## src/qtts_pkg.sv

```systemverilog
// ----------------------------------------------------------------------------
// qtts_pkg
// Shared constants, types and the arctangent table for the tilt-to-speed block.
// ----------------------------------------------------------------------------
package qtts_pkg;

    // fixed-point formats
    localparam int QUAT_FRAC_BITS  = 14;
    localparam int ANGLE_FRAC_BITS = 7;
    localparam int CORDIC_STAGES   = 16;
    localparam int ACC_FRAC        = 16;

    // widths
    localparam int IN_W   = 16;                    // quaternion component
    localparam int VEC_W  = 35;                    // atan2 operands, exact
    localparam int CW     = 37;                    // cordic x/y datapath
    localparam int AW     = 26;                    // cordic angle accumulator
    localparam int ANG_W  = 17;                    // rounded angle, Q9.7 plus margin
    localparam int WANG_W = 16;                    // wrapped angle, -180..180
    localparam int MAG_W  = 8 + ANGLE_FRAC_BITS;   // angle magnitude and limits
    localparam int Q_W    = QUAT_FRAC_BITS + 1;    // normalised excess 0..1
    localparam int SQ_W   = 2 * Q_W;
    localparam int SPD_W  = 16;

    // atan(2^-i) in degrees, 16 fraction bits, rounded
    localparam int ATAN_TAB [24] = '{
        2949120, 1740967, 919879, 466945, 234379, 117304, 58666, 29335,
        14668, 7334, 3667, 1833, 917, 458, 229, 115,
        57, 29, 14, 7, 4, 2, 1, 0
    };

    typedef struct packed {
        logic [7:0] dead_angle;
        logic [7:0] max_speed_angle;
    } cfg_t;

    typedef struct packed {
        logic signed [VEC_W-1:0] num;
        logic signed [VEC_W-1:0] den;
    } vec_t;

endpackage

```

## src/qtts_speed_map.sv

```systemverilog
// ----------------------------------------------------------------------------
// qtts_speed_map
// Dead-zone quadratic map of one angle, with a pipelined restoring divider.
// ----------------------------------------------------------------------------
module qtts_speed_map (
    input  logic                                clk,
    input  logic                                rst_n,
    input  logic                                en,
    input  logic                                in_valid,
    input  logic signed [qtts_pkg::WANG_W-1:0]  angle,
    input  qtts_pkg::cfg_t                      cfg,
    output logic                                out_valid,
    output logic signed [qtts_pkg::SPD_W-1:0]   speed
);
    import qtts_pkg::*;

    localparam logic [1:0] CLS_ZERO = 2'd0;
    localparam logic [1:0] CLS_FULL = 2'd1;
    localparam logic [1:0] CLS_QUAD = 2'd2;

    localparam int NS = Q_W + 2;   // classify, divider stages, square
    localparam logic [SPD_W-1:0] ONE  = SPD_W'(1) << QUAT_FRAC_BITS;
    localparam logic [SQ_W:0]    HALF = (SQ_W+1)'(1) << (QUAT_FRAC_BITS - 1);

    logic [1:0]       cls_reg [0:NS-1];
    logic             neg_reg [0:NS-1];
    logic [MAG_W-1:0] rem_reg [0:Q_W];
    logic [MAG_W-1:0] den_reg [0:Q_W];
    logic [Q_W-1:0]   quo_reg [1:Q_W];
    logic             vld_reg [0:NS];
    logic [SQ_W-1:0]  sq_reg;
    logic signed [SPD_W-1:0] speed_reg;

    logic signed [WANG_W-1:0] neg_ang;
    logic [MAG_W-1:0] mag, dead, top;
    logic [1:0]       cls;
    logic [SQ_W:0]    rounded;
    logic [SPD_W-1:0] val;

    // classify against the dead zone and the saturation angle
    always_comb
    begin
        neg_ang = -angle;
        mag  = MAG_W'(angle[WANG_W-1] ? neg_ang : angle);
        dead = MAG_W'({cfg.dead_angle, {ANGLE_FRAC_BITS{1'b0}}});
        top  = MAG_W'({cfg.max_speed_angle, {ANGLE_FRAC_BITS{1'b0}}});
        if ((angle == 0) || (mag < dead))
            cls = CLS_ZERO;
        else if ((top <= dead) || (mag > top))
            cls = CLS_FULL;
        else
            cls = CLS_QUAD;
    end

    always_ff @(posedge clk)
    begin
        if (en)
        begin
            cls_reg[0] <= cls;
            neg_reg[0] <= angle[WANG_W-1];
            rem_reg[0] <= mag - dead;
            den_reg[0] <= top - dead;
        end
    end

    // valid chain
    always_ff @(posedge clk or negedge rst_n)
    begin
        if (!rst_n)
        begin
            for (int k = 0; k <= NS; k++)
            begin
                vld_reg[k] <= 1'b0;
            end
        end
        else if (en)
        begin
            vld_reg[0] <= in_valid;
            for (int k = 1; k <= NS; k++)
            begin
                vld_reg[k] <= vld_reg[k-1];
            end
        end
    end

    // sideband through divider and square stages
    always_ff @(posedge clk)
    begin
        if (en)
        begin
            for (int k = 1; k < NS; k++)
            begin
                cls_reg[k] <= cls_reg[k-1];
                neg_reg[k] <= neg_reg[k-1];
            end
        end
    end

    // one quotient bit per stage, first stage takes the integer bit
    for (genvar j = 0; j < Q_W; j++)
    begin : g_div
        logic [MAG_W:0] trial;
        logic           ge;

        always_comb
        begin
            if (j == 0)
                trial = {1'b0, rem_reg[j]};
            else
                trial = {rem_reg[j], 1'b0};
            ge = trial >= {1'b0, den_reg[j]};
        end

        always_ff @(posedge clk)
        begin
            if (en)
            begin
                rem_reg[j+1] <= ge ? MAG_W'(trial - {1'b0, den_reg[j]}) : MAG_W'(trial);
                den_reg[j+1] <= den_reg[j];
            end
        end

        if (j == 0)
        begin : g_int
            always_ff @(posedge clk)
            begin
                if (en)
                    quo_reg[j+1] <= Q_W'(ge);
            end
        end
        else
        begin : g_frac
            always_ff @(posedge clk)
            begin
                if (en)
                    quo_reg[j+1] <= {quo_reg[j][Q_W-2:0], ge};
            end
        end
    end

    // square of the normalised excess
    always_ff @(posedge clk)
    begin
        if (en)
            sq_reg <= quo_reg[Q_W] * quo_reg[Q_W];
    end

    // round, select and apply sign
    always_comb
    begin
        rounded = ((SQ_W+1)'(sq_reg) + HALF) >> QUAT_FRAC_BITS;
        case (cls_reg[NS-1])
            CLS_FULL: val = ONE;
            CLS_QUAD: val = SPD_W'(rounded);
            default:  val = '0;
        endcase
    end

    always_ff @(posedge clk)
    begin
        if (en)
            speed_reg <= neg_reg[NS-1] ? -$signed(val) : $signed(val);
    end

    assign out_valid = vld_reg[NS];
    assign speed     = speed_reg;

endmodule

```

## config.mk

```make
export PLATFORM = sky130hd
export DESIGN_NAME = qtts_speed_map
export DESIGN_NICKNAME = d
export VERILOG_FILES = /design/src/qtts_pkg.sv /design/src/qtts_speed_map.sv
export SDC_FILE = /design/constraint.sdc
export NUM_CORES = 1
export LEC_CHECK = 0
export BUFFER_PORTS_ARGS = -buffer_cell sky130_fd_sc_hd__buf_2
export CAP_MARGIN = 25
export CORE_AREA = 2 2 216 218
export DETAILED_ROUTE_END_ITERATION = 6
export DIE_AREA = 0 0 218 220
export PLACE_DENSITY_LB_ADDON = 0.08
export SETUP_SLACK_MARGIN = 0.3
export SYNTH_ARGS = -nofsm -noshare
export SYNTH_HDL_FRONTEND = slang
export SYNTH_SLANG_ARGS = --single-unit
```

## constraint.sdc

```tcl
create_clock -name clk -period 12 [get_ports clk]
set_input_delay 0.6 -clock clk [delete_from_list [all_inputs] [get_ports clk]]
set_output_delay 0.6 -clock clk [all_outputs]
set_load 0.03 [all_outputs]
```

After elaboration in Yosys (flattened, before gate mapping)
Memories as Yosys holds them, arrays and structs flattened.
Index checks and enable logic that the tools add are counted.
{"block": "totals", "out_inout_bits": 17, "mem_count": 5, "register_bits": 64, "mem_bits_rw": 756}
{"block": "classes", "magnitude_cmp": 18, "multipliers": 1, "n_addsub": 20, "reduce_logical": 3, "muxes": 22, "eq_ne": 2}
{"memory": "den_reg", "words": 16, "width": 15, "read_ports": 15, "rd_ports_with_merged_regs": 0, "write_ports": 16, "line": "qtts_speed_map.sv:28", "text": "logic [MAG_W-1:0] den_reg [0:Q_W];"}
{"memory": "rem_reg", "words": 16, "width": 15, "read_ports": 15, "rd_ports_with_merged_regs": 0, "write_ports": 16, "line": "qtts_speed_map.sv:27", "text": "logic [MAG_W-1:0] rem_reg [0:Q_W];"}
{"memory": "quo_reg", "words": 15, "width": 15, "read_ports": 15, "rd_ports_with_merged_regs": 0, "write_ports": 15, "line": "qtts_speed_map.sv:29", "text": "logic [Q_W-1:0] quo_reg [1:Q_W];"}
{"memory": "cls_reg", "words": 17, "width": 2, "read_ports": 17, "rd_ports_with_merged_regs": 0, "write_ports": 17, "line": "qtts_speed_map.sv:25", "text": "logic [1:0] cls_reg [0:NS-1];"}
{"memory": "neg_reg", "words": 17, "width": 1, "read_ports": 17, "rd_ports_with_merged_regs": 0, "write_ports": 17, "line": "qtts_speed_map.sv:26", "text": "logic neg_reg [0:NS-1];"}
{"operator": "subtractor 15 bit", "n": 17}
{"operator": "2-to-1 mux 15 bit", "n": 16}
{"operator": ">= comparator 16 x 15 -> 1 bit", "n": 14}
{"operator": "zero test 32 bit", "n": 1}
{"operator": "one-hot mux 16 bit (2 select lines)", "n": 1}
{"operator": "adder 30 x 14 -> 30 bit (second input constant)", "n": 1}
{"operator": "multiplier 15 x 15 -> 30 bit", "n": 1}
{"operator": "2-to-1 mux 16 bit", "n": 1}
{"operator": "negation 16 bit", "n": 1}
{"operator": ">= comparator 15 bit", "n": 1}
{"operator": "> comparator 15 bit", "n": 1}
{"operator": "less-or-equal comparator 15 bit", "n": 1}
{"operator": "< comparator 15 bit", "n": 1}
{"operator": "negation 15 bit", "n": 1}
{"operator": "2-to-1 mux 2 bit", "n": 2}
{"operator": "== test 2 x 1 -> 1 bit (second input constant)", "n": 1}
{"operator": "== test 2 bit (second input constant)", "n": 1}
{"operator": "logical OR 1 bit", "n": 2}
{"operator": "2-to-1 mux 1 bit", "n": 2}

Logic depth before layout (Yosys ltp)
Gate-level depths: netlist (run 1).
{"block": "logic_depth", "depth_word": 6, "mapped_depth": 23, "depth_no_buf": 22}

Worst setup path before layout (run 1)
Ideal clock, no wire load.
{"block": "synth_timing", "path_kind": "register -> register", "start": "register quo_reg[1][108] (netlist name)", "end": "register sq_reg[26] (data pin)", "arrival_ns": 5.759, "path_stages_with_launch": 24, "period_less_slack_ns": 6.030, "n_path_buf": 1, "slack_ns": 5.970, "t_required_ns": 11.729, "path_cell_list": "edfxtp_1 clkbuf_1 nand2_1 inv_1 fa_1 inv_1 fa_1 inv_1 fa_1 inv_1 fa_1 inv_1 fa_1 inv_1 fa_1 inv_1 ha_1 and3_1 a221oi_1 o21ai_0 nor3_4 o21bai_2 mux2i_1 o2111ai_1"}
{"item": "end signal, assigned", "line": "qtts_speed_map.sv:145", "text": "sq_reg <= quo_reg[Q_W] * quo_reg[Q_W];"}
{"item": "end, declared", "line": "qtts_speed_map.sv:31", "text": "logic [SQ_W-1:0] sq_reg;"}

==> out/results.ini, run 1 <==
[run_status]
status = finished clean

[critical_path]
worst_ep_required_time_ns = 12.34
cp_slowest_stage_delay_ns = 0.60
worst-path-buf-inv = 7
worstPathMaxFanout = 16
worst_path_max_delay_cell = edfxtp_1
endpoint_kind = register
timing.critical_path.from_type = register
crit_path_cell_trace = nand2_1 > inv_1 > fa_1 > inv_1 > fa_1 > inv_1 > fa_1 > inv_1 > fa_1 > inv_1 > fa_1 > inv_1 > fa_1 > inv_1 > ha_1 > and3_1 > a221oi_1 > o21ai_0 > nor3_4 > o21bai_2 > a21oi_1 > xnor2_1
crit_family = adder cells
timing.setup.critical_path_class = register to register
timing.critical_path.mode_cell = inv_1
cp_data_arrival_time_ns = 7.16

[yosys]
synth_cell_type_count = 78
synthesis.yosys.warnings = 0
number_of_enable_type_register_cells_in_the_synthesized_netlist = 479
post-synth-top-area-fraction_pct = 49.1
yosysSeqAreaShare_pct = 50.6
synth.area.top_cells = edfxtp_1 (49%), fa_1 (10%), ha_1 (10%)
yosys_register_bits = 497
yosys_most_used_dff = edfxtp_1
yosysTopAreaCell = edfxtp_1
mappedNetlistArea_um2 = 29300
synth_commonest_cells = edfxtp_1 (479), inv_1 (404), ha_1 (237)
avgSynthCellArea_um2 = 12.4
syn-num-nets = 2783
synth_most_common_cell = edfxtp_1
asyncSetResetFlopFracSynth_pct = 3.62
postSynthCellCount = 2357

[pwr]
totalPowerFinal_w = 0.00928
pwr_density_cell_nw_per_um2 = 290
power.leakage_nw = 13.8
vdd_ir_drop_max_uv = 671

[timing]
final.hold.worst_slack_ns = 0.220
grt_setup_unrepaired = no
timing.max_slew.rel_slack_pct = 29.7
fmax_mhz = 147
hold_violations = 0
clock-skew-final_ns = 0.0264
post-route-min-period_ns = 6.82
finalMaxSlewViolations = 0
tns_ns = 0
timing_worst_slew_pin_value_ns = 1.05
finalSetupViolations = 0
post-route-period-util_pct = 56.8
timing.final.ws_setup_ns = 5.18

[layout]
largest_reg_flops = 155
share_of_post_route_cells_with_drive_strength_above_1_pct = 8.68
fillers = 3237
num-nets-final = 2864
antennaDiodeCount = 0
area_delta_synth_final_pct = 9.30

[detailed_routing]
postRouteAntennaNets = 0
routedWlPerCell_um = 16.1
drcViolationCount = 0
drt_first_pass_iters = 5
detailedRoute.firstIterationViolations = 1281
via_count = 17100
via_per_inst = 5.56
post_route_wl_mm = 49.8

[die]
floorplan.die_area_um2 = 48000
die_w_um = 218
pin_count = 53
floorplan.initialDensity_pct = 63.9
floorplan.die.height_um = 220
core_region_area_um2 = 45900
floorplan.rows = 79

[place]
pre_cts_worst_setup_slack_ns = 5.22
hpwl_mm = 36.9
globalplace.congestion = 0.934
buffer_ports.inserted = 52

[grt]
grt_pass1_vias = 17500
grt_antenna_before_repair = 0
maximum_number_of_pins_on_one_net_before_global_route_repair = 102
grt_remaining_overflow = 0
wire_length_of_the_first_global_routing_pass_mm = 83.6
globalRouteTotalUtil_pct = 21.6

[clocking]
worst_skew_pair.late_latency_ns = 0.61
ctsLongestPathBuffers = 3
cts-htree-levels = 2
cts_resized = 0
cts_tree = done
clk_root_buffer_cell = clkbuf_16
clk_pin_slew_worst_paths_ns = 0.06
cts_inserted_buffers = 51
total_number_of_clock_tree_sinks = 497

[job]
maxCapViolations = 0

[hold_path]
type_of_the_tightest_min_delay_check = input pin to register

cell usage in the layout, fill, tap and decap left out, types with 17 or more instances in the layout:
cell and n:
nand2_1 131, dfrtp_1 18, edfxtp_1 479, o21a_1 23, nor2b_1 42, mux2_2 58
a21o_1 47, nor3_1 26, inv_1 404, a21oi_1 74, nor2_1 96, xor2_1 40
nand2b_1 29, and2_1 49, nor4_1 17, buf_2 51, mux2i_1 20, nand4_1 22
ha_1 237, xnor2_1 98, fa_1 153, clkbuf_16 53, o21ai_0 64
worst paths after layout:
path                            startpoint              to  slack, ns  cells past startpoint
hold reg to reg             quo_reg[1][70]  quo_reg[1][86]       0.40                      0
setup reg to reg           quo_reg[1][108]      sq_reg[25]       5.18                     22
setup / recovery           quo_reg[1][108]      sq_reg[25]       5.18                     22
min in group asynchronous            rst_n      vld_reg[3]       0.47                      2
hold / removal                    angle[0]   rem_reg[0][0]       0.22                      1
max in group asynchronous            rst_n     vld_reg[11]      11.25                      2
where the power goes:
group | internal [W] | switching, W
registers | 0.00257 | 0.000218
clock network | 0.000957 | 0.000647
logic | 0.00218 | 0.00271
total | 0.00571 | 0.00358
layer usage:
metal	global-route usage, %	vias up	wire [µm]
li1	-	8316	-
met1	28.4	8431	21500
met2	37.8	311	25300
met3	2.91	77	1840
met4	5.94	0	1070
met5	0	-	0
cells by family after synthesis:
logic type | share of synthesized area (%)
AND/OR/NAND/NOR | 8.47
multiplexers | 3.33
adder cells (fa/ha/maj) | 20.6
AO/OA/AOI/OAI | 7.26
buffers and inverters | 5.67
XOR/XNOR | 4.12
flip-flops | 50.6
per-stage QoR:
stage	area [µm²]	std cells	util (%)
finish	32000	3084	69.9
global route	32000	3084	69.9
CTS	32000	3079	69.7
detailed placement	30200	2986	65.9
global placement	30200	2986	65.9
floorplan	29300	2357	-
cell type report:
class | count | area [µm²] | area share, %
Clock buffer | 63 | 1360 | 4.26
Clock inverter | 29 | 333 | 1.04
Inverter | 405 | 1520 | 4.74
Multi-Input combinational cell | 1420 | 12800 | 40.0
Sequential cell | 497 | 14800 | 46.3
Tap cell | 607 | 759 | 2.37
Timing Repair Buffer | 63 | 413 | 1.29
repair_timing:
item                                    4_1_cts  5_1_grt
endpoints found under the hold margin        18        0
hold buffers                                  1        0
endpoints found under the setup margin        0        0
buffers inserted                              0        0
Note: power is estimated with default switching activity, not from simulation.
==> run 2: changes to the inputs <==
--- a/config.mk
+++ b/config.mk
@@ -7,9 +7,9 @@
 export LEC_CHECK = 0
 export BUFFER_PORTS_ARGS = -buffer_cell sky130_fd_sc_hd__buf_2
 export CAP_MARGIN = 25
-export CORE_AREA = 2 2 216 218
+export CORE_AREA = 2 2 218 220
 export DETAILED_ROUTE_END_ITERATION = 6
-export DIE_AREA = 0 0 218 220
+export DIE_AREA = 0 0 220 222
 export PLACE_DENSITY_LB_ADDON = 0.08
 export SETUP_SLACK_MARGIN = 0.3
 export SYNTH_ARGS = -nofsm -noshare
==> constraint.sdc (replaced) <==
create_clock -name clk -period 6.9 [get_ports clk]
set_input_delay 0.345 -clock clk [delete_from_list [all_inputs] [get_ports clk]]
set_output_delay 0.345 -clock clk [all_outputs]
set_load 0.03 [all_outputs]
==> run 2 against run 1 <==
First-iteration DRC count down 3.6%. Register-to-register slack worse by 4.6 ns. Critical path depth down 3. The run now ends with DRC left. Die area up 1.8%. Sequential share of layout area down 0.30 points. Sequential power up 74%. Highest routed layer unchanged. Power up 75%.
==> out/results.ini, run 2 (synthesis gave the netlist of run 1 again) <==
[run_status]
status = finished with violations
violations_in_the_final_reports = DRC

[timing]
post-route-min-period_ns = 6.35  ; -0.465 ns
tns_ns = 0  ; unchanged
post-route-period-util_pct = 92.0  ; +35 points
fmax_mhz = 157  ; +7.3%
clock-skew-final_ns = 0.0174  ; -0.00906 ns
timing_worst_slew_pin_value_ns = 1.05  ; +0.00565 ns
finalMaxSlewViolations = 0  ; unchanged
grt_setup_unrepaired = no
hold_violations = 0  ; unchanged
timing.max_slew.rel_slack_pct = 29.4  ; -0.38 points
finalSetupViolations = 0  ; unchanged

[hold_path]
hold_sp = angle[2]
type_of_the_tightest_min_delay_check = input pin to register

[clocking]
worst_skew_pair.late_latency_ns = 0.59  ; -0.02 ns
clk_pin_slew_worst_paths_ns = 0.06  ; about the same
cts_tree = done
cts-htree-levels = 2  ; unchanged
cts_inserted_buffers = 52  ; +2.0%
total_number_of_clock_tree_sinks = 497  ; unchanged
clk_root_buffer_cell = clkbuf_16
ctsLongestPathBuffers = 3  ; unchanged

[critical_path]
worstPathMaxFanout = 12  ; -4
worst_ep_required_time_ns = 7.21  ; -5.13 ns
rr_startpoint = quo_reg[1][106]
crit_path_cell_trace = and2_1 > inv_1 > fa_1 > inv_1 > fa_1 > fa_1 > fa_1 > fa_1 > inv_1 > fa_1 > inv_1 > ha_1 > a21o_1 > a221o_1 > a21o_1 > nor3_4 > o21bai_2 > mux2i_1 > o2111ai_1
r2r_setup_slack_ns = 0.55  ; -4.64 ns
cp_slowest_stage_delay_ns = 0.56  ; -0.04 ns
cp_data_arrival_time_ns = 6.66  ; -0.50 ns
timing.critical_path.from_type = register
endpoint_kind = register
reg2reg_to = sq_reg[26]
worst-r2r-cell-count = 19  ; -14%
worst_path_max_delay_cell = edfxtp_1
timing.setup.critical_path_class = register to register
worstSetupEndpoint = sq_reg[26]
worst_setup_path_startpoint = quo_reg[1][106]
timing.critical_path.mode_cell = fa_1

[pwr]
p_sw_w = 0.00630  ; +76%
power.share.clock_pct = 17.2  ; about the same
intPower_w = 0.00999  ; +75%
pwr-share-seq_pct = 29.6  ; -0.4 points
power_frac_comb_pct = 53.1  ; +0.4 points
pwr_density_cell_nw_per_um2 = 505  ; +74%
netSwitchingFraction_pct = 38.7  ; +0.14 points
vdd_ir_drop_max_uv = 1700  ; +150%
power.leakage_nw = 13.9  ; +0.82%

[place]
globalplace.congestion = 0.870  ; -6.8%
buffer_ports.inserted = 52  ; unchanged
place_inst = 2994  ; +0.27%
hpwl_mm = 36.3  ; -1.5%

[layout]
finalCoreUtilization_pct = 69.7  ; -0.15 points
layout.cells.non_filler = 3113  ; +0.94%
antennaDiodeCount = 0  ; unchanged
fillers = 3257  ; +0.62%
largest_reg_flops = 155  ; unchanged
seq_area_um2 = 14800  ; unchanged
area_delta_synth_final_pct = 10.0
multi_input_comb_area_um2 = 12800  ; +0.12%
num-nets-final = 2890  ; +0.91%
layout_commonest_cell = edfxtp_1
share_of_post_route_cells_with_drive_strength_above_1_pct = 10.2  ; +1.5 points
most-common-layout-cells = edfxtp_1 (479), inv_1 (403), ha_1 (237), fa_1 (153), nand2_1 (131)

[grt]
wire_length_of_the_first_global_routing_pass_mm = 82.4  ; -1.4%
maximum_number_of_pins_on_one_net_before_global_route_repair = 160  ; +57%
globalRouteTotalUtil_pct = 20.9  ; -0.71 points
grt_pass1_vias = 17400  ; -0.65%
grt_remaining_overflow = 0  ; unchanged
grt_antenna_before_repair = 0  ; unchanged

[detailed_routing]
drcViolationCount = 1  ; +1
wl_met3_mm = 1.97  ; +6.9%
met2_routed_wl_mm = 24.8  ; -2.1%
met1Wirelength_mm = 21.7  ; +0.84%
drt_first_pass_iters = 7  ; +2
via_count = 17100  ; -0.099%
routedWlPerCell_um = 16.0  ; -1.2%
post_route_wl_mm = 49.7  ; -0.22%
detailedRoute.firstIterationViolations = 1235  ; -3.6%
postRouteAntennaNets = 0  ; unchanged
maxUsedRoutingLayer = met4
via_per_inst = 5.50  ; -1.0%

[die]
pin_count = 53  ; unchanged
floorplan.die_area_um2 = 48800  ; +1.8%
floorplan.initialDensity_pct = 63.4  ; -0.55 points
die_w_um = 220  ; +0.92%
floorplan.die.height_um = 222  ; +0.91%
core_region_area_um2 = 46300  ; +0.86%
floorplan.rows = 79  ; unchanged

[job]
maxCapViolations = 0  ; unchanged

==> run 2: cell count changes in the layout (fill, tap and decap cells not counted), moves of 2 or more <==
cell | before | now
buf_12 | 0 | 2
inv_6 | 0 | 3
clkinv_4 | 0 | 2
clkbuf_1 | 10 | 5
dlygate4sd3_1 | 1 | 3
clkinvlp_4 | 2 | 10
buf_4 | 6 | 30
clkinv_1 | 11 | 4
clkinv_2 | 7 | 12
buf_16 | 3 | 0
==> run 2: stage by stage <==
stage / setup WS, ns / total power [W] / area (µm²) / hold slack, ns
2_1_floorplan: 0.870 / 0.0114 / 29300 / 0.0494
3_3_place_gp: 0.564 / 0.0130 / 30300 / 0.283
3_5_place_dp: 0.413 / 0.0133 / 30300 / 0.293
4_1_cts: 0.356 / 0.0163 / 32100 / 0.0762
5_1_grt: 0.319 / 0.0177 / 32300 / 0.0897
6_report: 0.550 / 0.0163 / 32300 / 0.123
==> run 2: worst max-delay path: cells and delay by family, from the launching register on <==
kind,cells,cell delay [ns]
AO/OA/AOI/OAI,5,1.10
adder cells (fa/ha/maj),7,3.48
buffers and inverters,4,0.20
flip-flops,1,0.56
multiplexers,1,0.17
AND/OR/NAND/NOR,2,0.55
==> run 2: power groups by stage <==
stage | Sequential, W | Combinational (W) | Clock (W)
2_1_floorplan | 0.00479 | 0.00659 | 0
3_3_place_gp | 0.00486 | 0.00813 | 0
3_5_place_dp | 0.00488 | 0.00846 | 0
4_1_cts | 0.00483 | 0.00859 | 0.00288
5_1_grt | 0.00490 | 0.00980 | 0.00299
6_report | 0.00483 | 0.00866 | 0.00280
==> run 2: timing repair <==
item / CTS / global route
gates resized for setup: 1 / 3
hold buffers: 3 / 0
endpoints found under the hold margin: 20 / 0
pin swaps: 0 / 1
buffers inserted: 0 / 18
gates cloned: 0 / 0
endpoints found under the setup margin: 1 / 4
==> run 2: area by class of cell <==
| cell class | count | share of cell area [%] |
|---|---|---|
| well taps | 607 | 2.35 |
| inverters | 405 | 4.71 |
| flip-flops and latches | 497 | 46.0 |
| repair buffers | 88 | 1.77 |
| multi-input cells | 1420 | 39.8 |
| clock inverters | 38 | 1.19 |
| clock buffers | 58 | 4.17 |
==> run 2: how the worst min path moves through the flow <==
stage               endpoint  slack (ns)  cells after the start
2_1_floorplan      out_valid        0.05                      0
3_3_place_gp      vld_reg[3]        0.28                      1
3_5_place_dp      vld_reg[3]        0.29                      1
4_1_cts        rem_reg[0][2]        0.08                      2
5_1_grt        rem_reg[0][2]        0.09                      2
6_report       rem_reg[0][2]        0.12                      2
==> run 2: layer usage <==
| metal | vias to the layer above | global-route usage, % |
|---|---|---|
| met3 | 81 | 3.09 |
| met1 | 8340 | 27.9 |
| li1 | 8379 | - |
| met5 | - | 0 |
| met2 | 318 | 35.6 |
| met4 | 0 | 5.74 |
